==> src/cc20_pkg.sv <==
// ----------------------------------------------------------------------------
// cc20_pkg
// Shared types and constants of the ChaCha20 stream XOR block: the state
// constants, register indexes, controller states and the command and status
// groups between the controller and the datapath.
// ----------------------------------------------------------------------------
package cc20_pkg;

  // Number of column+diagonal double rounds per keystream block.
  localparam int DOUBLE_ROUNDS = 10;
  localparam int ROUND_CNT_W   = $clog2(DOUBLE_ROUNDS);

  // Sixteen 32-bit words of block state.
  localparam int NUM_WORDS = 16;
  localparam int WORD_W    = 32;

  // Configuration port geometry.
  localparam int CFG_IDX_W  = 3;
  localparam int CFG_DATA_W = 64;

  // The four fixed words that open the block state.
  localparam logic [WORD_W-1:0] SIGMA_0 = 32'h6170_7865;
  localparam logic [WORD_W-1:0] SIGMA_1 = 32'h3320_646e;
  localparam logic [WORD_W-1:0] SIGMA_2 = 32'h7962_2d32;
  localparam logic [WORD_W-1:0] SIGMA_3 = 32'h6b20_6574;

  // Configuration register indexes.
  typedef enum logic [CFG_IDX_W-1:0] {
    REG_KEY_PAIR_ZERO  = 3'd0,
    REG_KEY_PAIR_ONE   = 3'd1,
    REG_KEY_PAIR_TWO   = 3'd2,
    REG_KEY_PAIR_THREE = 3'd3,
    REG_NONCE_LOW      = 3'd4,
    REG_NONCE_HIGH     = 3'd5,
    REG_START_COUNT    = 3'd6
  } reg_idx_t;

  // Controller states.
  typedef enum logic [2:0] {
    ST_IDLE,
    ST_LOAD,
    ST_ROUND,
    ST_FINISH,
    ST_EMIT
  } state_t;

  // Commands from the controller to the datapath.
  typedef struct packed {
    logic       accept;  // a request is taken this cycle
    logic       load;    // copy the input state into the working state
    logic       arx;     // run one add-xor-rotate step on all four lanes
    logic [1:0] step;    // which of the four quarter-round steps
    logic       diag;    // diagonal half of a double round
    logic       finish;  // add the input state and store the keystream
    logic       emit;    // write the result register
  } cmd_t;

  // Status from the datapath to the controller.
  typedef struct packed {
    logic need_block;  // next byte starts a fresh keystream block
    logic out_free;    // result register can take a new result
  } stat_t;

  // Rotate a word left by a constant amount.
  function automatic logic [WORD_W-1:0] rotl(input logic [WORD_W-1:0] x, input int n);
    logic [2*WORD_W-1:0] dbl;
    dbl = {x, x} << n;
    return dbl[2*WORD_W-1 -: WORD_W];
  endfunction

endpackage

==> src/cc20_ctrl.sv <==
// ----------------------------------------------------------------------------
// cc20_ctrl
// Controller: takes requests, sequences the round steps of a keystream block
// and hands each result to the datapath's result register.
// ----------------------------------------------------------------------------
module cc20_ctrl
  import cc20_pkg::*;
(
  input  logic  clk,
  input  logic  rst,
  input  logic  in_valid,
  output logic  in_ready,
  input  stat_t stat,
  output cmd_t  cmd
);

  state_t                 state, state_next;
  logic [1:0]             step, step_next;
  logic                   diag, diag_next;
  logic [ROUND_CNT_W-1:0] dround, dround_next;

  // State and round counters.
  always_ff @(posedge clk) begin
    if (rst) begin
      state  <= ST_IDLE;
      step   <= '0;
      diag   <= 1'b0;
      dround <= '0;
    end else begin
      state  <= state_next;
      step   <= step_next;
      diag   <= diag_next;
      dround <= dround_next;
    end
  end

  // Next state and commands.
  always_comb begin
    state_next  = state;
    step_next   = step;
    diag_next   = diag;
    dround_next = dround;
    in_ready    = 1'b0;
    cmd         = '0;
    cmd.step    = step;
    cmd.diag    = diag;
    unique case (state)
      ST_IDLE: begin
        in_ready = 1'b1;
        if (in_valid) begin
          cmd.accept = 1'b1;
          state_next = stat.need_block ? ST_LOAD : ST_EMIT;
        end
      end
      ST_LOAD: begin
        cmd.load    = 1'b1;
        step_next   = '0;
        diag_next   = 1'b0;
        dround_next = '0;
        state_next  = ST_ROUND;
      end
      ST_ROUND: begin
        cmd.arx   = 1'b1;
        step_next = step + 2'd1;
        if (step == 2'd3) begin
          diag_next = ~diag;
          if (diag) begin
            if (dround == ROUND_CNT_W'(DOUBLE_ROUNDS - 1)) begin
              dround_next = '0;
              state_next  = ST_FINISH;
            end else begin
              dround_next = dround + ROUND_CNT_W'(1);
            end
          end
        end
      end
      ST_FINISH: begin
        cmd.finish = 1'b1;
        state_next = ST_EMIT;
      end
      ST_EMIT: begin
        if (stat.out_free) begin
          cmd.emit   = 1'b1;
          state_next = ST_IDLE;
        end
      end
      default: state_next = ST_IDLE;
    endcase
  end

endmodule

==> config.mk <==
export PLATFORM = sky130hd
export DESIGN_NAME = cc20_ctrl
export DESIGN_NICKNAME = d
export VERILOG_FILES = /design/src/cc20_pkg.sv /design/src/cc20_ctrl.sv
export SDC_FILE = /design/constraint.sdc
export NUM_CORES = 1
export LEC_CHECK = 0
export BUFFER_PORTS_ARGS = -buffer_cell sky130_fd_sc_hd__buf_2
export CAP_MARGIN = 20
export CORE_AREA = 3 3 40 42
export CTS_BUF_LIST = sky130_fd_sc_hd__clkbuf_4 sky130_fd_sc_hd__clkbuf_8
export DETAILED_ROUTE_END_ITERATION = 8
export DIE_AREA = 0 0 43 45
export PLACE_DENSITY = 0.74
export SLEW_MARGIN = 10
export SYNTH_ARGS = -nofsm -noshare
export SYNTH_HDL_FRONTEND = slang
export SYNTH_SLANG_ARGS = --single-unit
export TNS_END_PERCENT = 30
==> constraint.sdc <==
create_clock -name clk -period 1.39 [get_ports clk]
set_input_delay 0.139 -clock clk [delete_from_list [all_inputs] [get_ports clk]]
set_output_delay 0.139 -clock clk [all_outputs]
set_load 0.02 [all_outputs]
==> flow_metrics.py <==
metrics = {
    "status": {
        "outcome": "complete, but fails checks",
        "violations": "negative setup slack",
    },
    "synth": {
        "syn_avg_cell_area_um2": 8.031,
        "ys_types": 29,
        "ys.flop_type": "dfxtp_1",
        "ys_seq_elements": 10,
        "ys_top_cells_by_area": "dfxtp_1 (34%), a21oi_1 (7.6%), ha_1 (6.3%)",
        "synth_common_cells": "dfxtp_1 (10), nor2_1 (10), a21oi_1 (9)",
        "synthArstFlopShare": 0,
        "synth_top_area_frac": 0.3368,
        "syn_area_um2": 594.3,
        "synth_edf_count": 0,
        "yosys.area.top_type": "dfxtp_1",
        "yosysSeqAreaShare": 0.3368,
        "synthCells": 74,
        "synth_nets": 82,
        "ys_warn_count": 0,
    },
    "clock_tree": {
        "numCtsBuffers": 3,
        "ctsLongestPathBuffers": 2,
        "cts_tree": "built",
        "clockRootBuffer": "clkbuf_4",
        "clk_pin_slew_ps": 60,
        "worstSkewPairLatency_ps": 260,
        "cts_hold_buf": 0,
        "cts_sinks": 10,
        "cts-htree-levels": 1,
    },
    "pwr": {
        "leakagePower_uw": 0.0004124,
        "peakVddDrop_mv": 1.067,
        "power_uw": 1483,
        "p_int_uw": 895.0,
        "p_per_area_nw_per_um2": 1614,
        "switching_share": 0.3963,
        "pwr-share-comb": 0.617,
        "p_clk_frac": 0.132,
        "p_switching_uw": 587.5,
        "power.share.sequential": 0.251,
    },
    "floorplanning": {
        "dieArea_um2": 1935,
        "core-area_um2": 1285,
        "num_rows": 13,
        "die_y_um": 45,
        "die_x_um": 43,
        "io-pin-count": 14,
        "initial_core_util": 0.4625,
    },
    "timing": {
        "finalClockSkew_ps": 3.566,
        "setup_ws_ps": -70.58,
        "final-setup-viol-count": 5,
        "post-route-period-util": 1.051,
        "rsz0062_at_grt": "yes",
        "worst_slew_pin_slew_ps": 331.7,
        "fmax_mhz": 684.7,
        "min_period_ps": 1461,
        "relSlewSlack": 0.7780,
        "slew_viol_final": 0,
        "finalHoldViolCount": 0,
    },
    "global_route": {
        "grt_pass1_wl_um": 2525,
        "grt_max_degree": 13,
        "antenna_found_initial": 0,
        "grt_pass1_vias": 583,
        "track_usage": 0.1750,
        "grt_remaining_overflow": 0,
    },
    "worst_hold_path": {
        "hp-class": "in -> reg",
    },
    "finish": {
        "nets": 112,
        "instances_no_fill": 117,
        "diodes": 0,
        "area_growth_pct": 54.53,
        "drive_gt1_frac": 0.4706,
    },
    "worst_setup_path": {
        "cp_max_fo": 5,
        "slowest_stage": "or4_4",
        "crit_chain": "or3b_4 -> or4_4 -> a21oi_2",
        "cp.arrival_ps": 1660,
        "crit_type": "reg -> reg",
        "setup.worst_path.end_class": "flop",
        "start_kind": "flop",
        "worstPathRequired_ps": 1590,
        "cp_num_buf_inv": 0,
        "critPathTopFamily": "simple AND/OR/NAND/NOR gates",
        "max_stage_delay_ps": 520,
    },
    "placement": {
        "dp_hpwl_um": 1008,
        "routabilityCongestion": 0.8221,
        "placed_cells": 110,
        "port_buffers": 13,
    },
    "route": {
        "vias": 633,
        "routed_wl_um": 1525,
        "drt_pass1_iterations": 4,
        "wl_per_cell_um": 13.03,
        "drtIter0Drc": 6,
        "viasPerCell": 5.410,
        "ant_nets": 0,
        "route.detailed.drc": 0,
    },
    "flow_run": {
        "drv_cap": 0,
    },
}
==> flip-flops by register name (all words and copies together), names as in the netlist <==
signal  count
step        2
state       3
dround      4
diag        1
==> per-layer routing <==
metal / track usage / vias to the layer above / share of wire
met5: 0 / - / 0
met4: 0.09036 / 0 / 0.0059
met3: 0.04781 / 2 / 0.039
met2: 0.2725 / 15 / 0.52
met1: 0.2222 / 301 / 0.43
li1: - / 315 / -
==> worst paths after layout <==
kind              from   endpoint  slack (ps)  depth (start not counted)
max           state[1]  dround[3]         -70                          3
min reg2reg  dround[2]  dround[2]         510                          2
max reg2reg   state[1]  dround[3]         -70                          3
min                rst  dround[3]         170                          2
==> power groups by stage <==
stage          Combinational [µW]  Sequential (µW)  Clock (µW)
4_1_cts                       814              366         201
6_report                      914              372         196
3_3_place_gp                  688              364           0
5_1_grt                       981              376         223
2_1_floorplan                 443              380           0
3_5_place_dp                  694              369           0
==> layout make-up <==
type	count	area [µm²]
multi-input cells	56	430.4
fillers	96	366.6
repair buffers	31	226.5
flip-flops and latches	10	210.2
clock buffers	3	22.52
well taps	15	18.77
inverters	2	10.01
==> through the flow <==
step	TNS (ps)	setup WS (ps)	utilization	cell area, µm²	hold slack [ps]
6_report	-208.5	-70.58	0.7147	918.4	166.4
5_1_grt	-553.9	-114.5	0.7147	918.4	163.6
4_1_cts	-104.7	-43.20	0.6767	869.6	163.3
3_5_place_dp	-246.9	-105.1	0.6115	785.8	450.0
3_3_place_gp	-169.3	-79.66	0.6115	785.8	438.9
2_1_floorplan	-252.0	-123.2	-	624.3	352.3
==> repair_timing <==
item / in CTS / in global routing
resized for setup: 11 / 10
pin swaps: 5 / 2
endpoints found under the setup margin: 6 / 11
buffers inserted: 3 / 1
==> cells by family (layout without fill, tap and decap cells) <==
group	after synthesis	after routing	synth area share
and+or+nand+nor	35	35	0.3516
AOI/OAI and AO/OA	16	16	0.1579
DFF	10	10	0.3368
buffers and inverters	8	36	0.05894
adders and majority gates	3	3	0.06316
xor gates and xnor gates	1	1	0.01474
muxes	1	1	0.01684
==> layout by cell type (no fill, tap or decap), types with 2 or more instances in the layout <==
cell type	netlist	final
a21oi_1	9	8
clkbuf_4	0	3
dfxtp_2	0	2
dfxtp_1	10	6
nand4b_1	2	2
buf_4	1	16
ha_1	3	2
dfxtp_4	0	2
nand2_1	3	3
nand3b_1	2	2
o21ai_0	2	2
buf_2	0	10
a21o_1	2	2
nor2_1	10	10
nand2b_1	5	5
and3b_1	2	2
buf_6	0	5
Power figures use the tool's default switching activity.
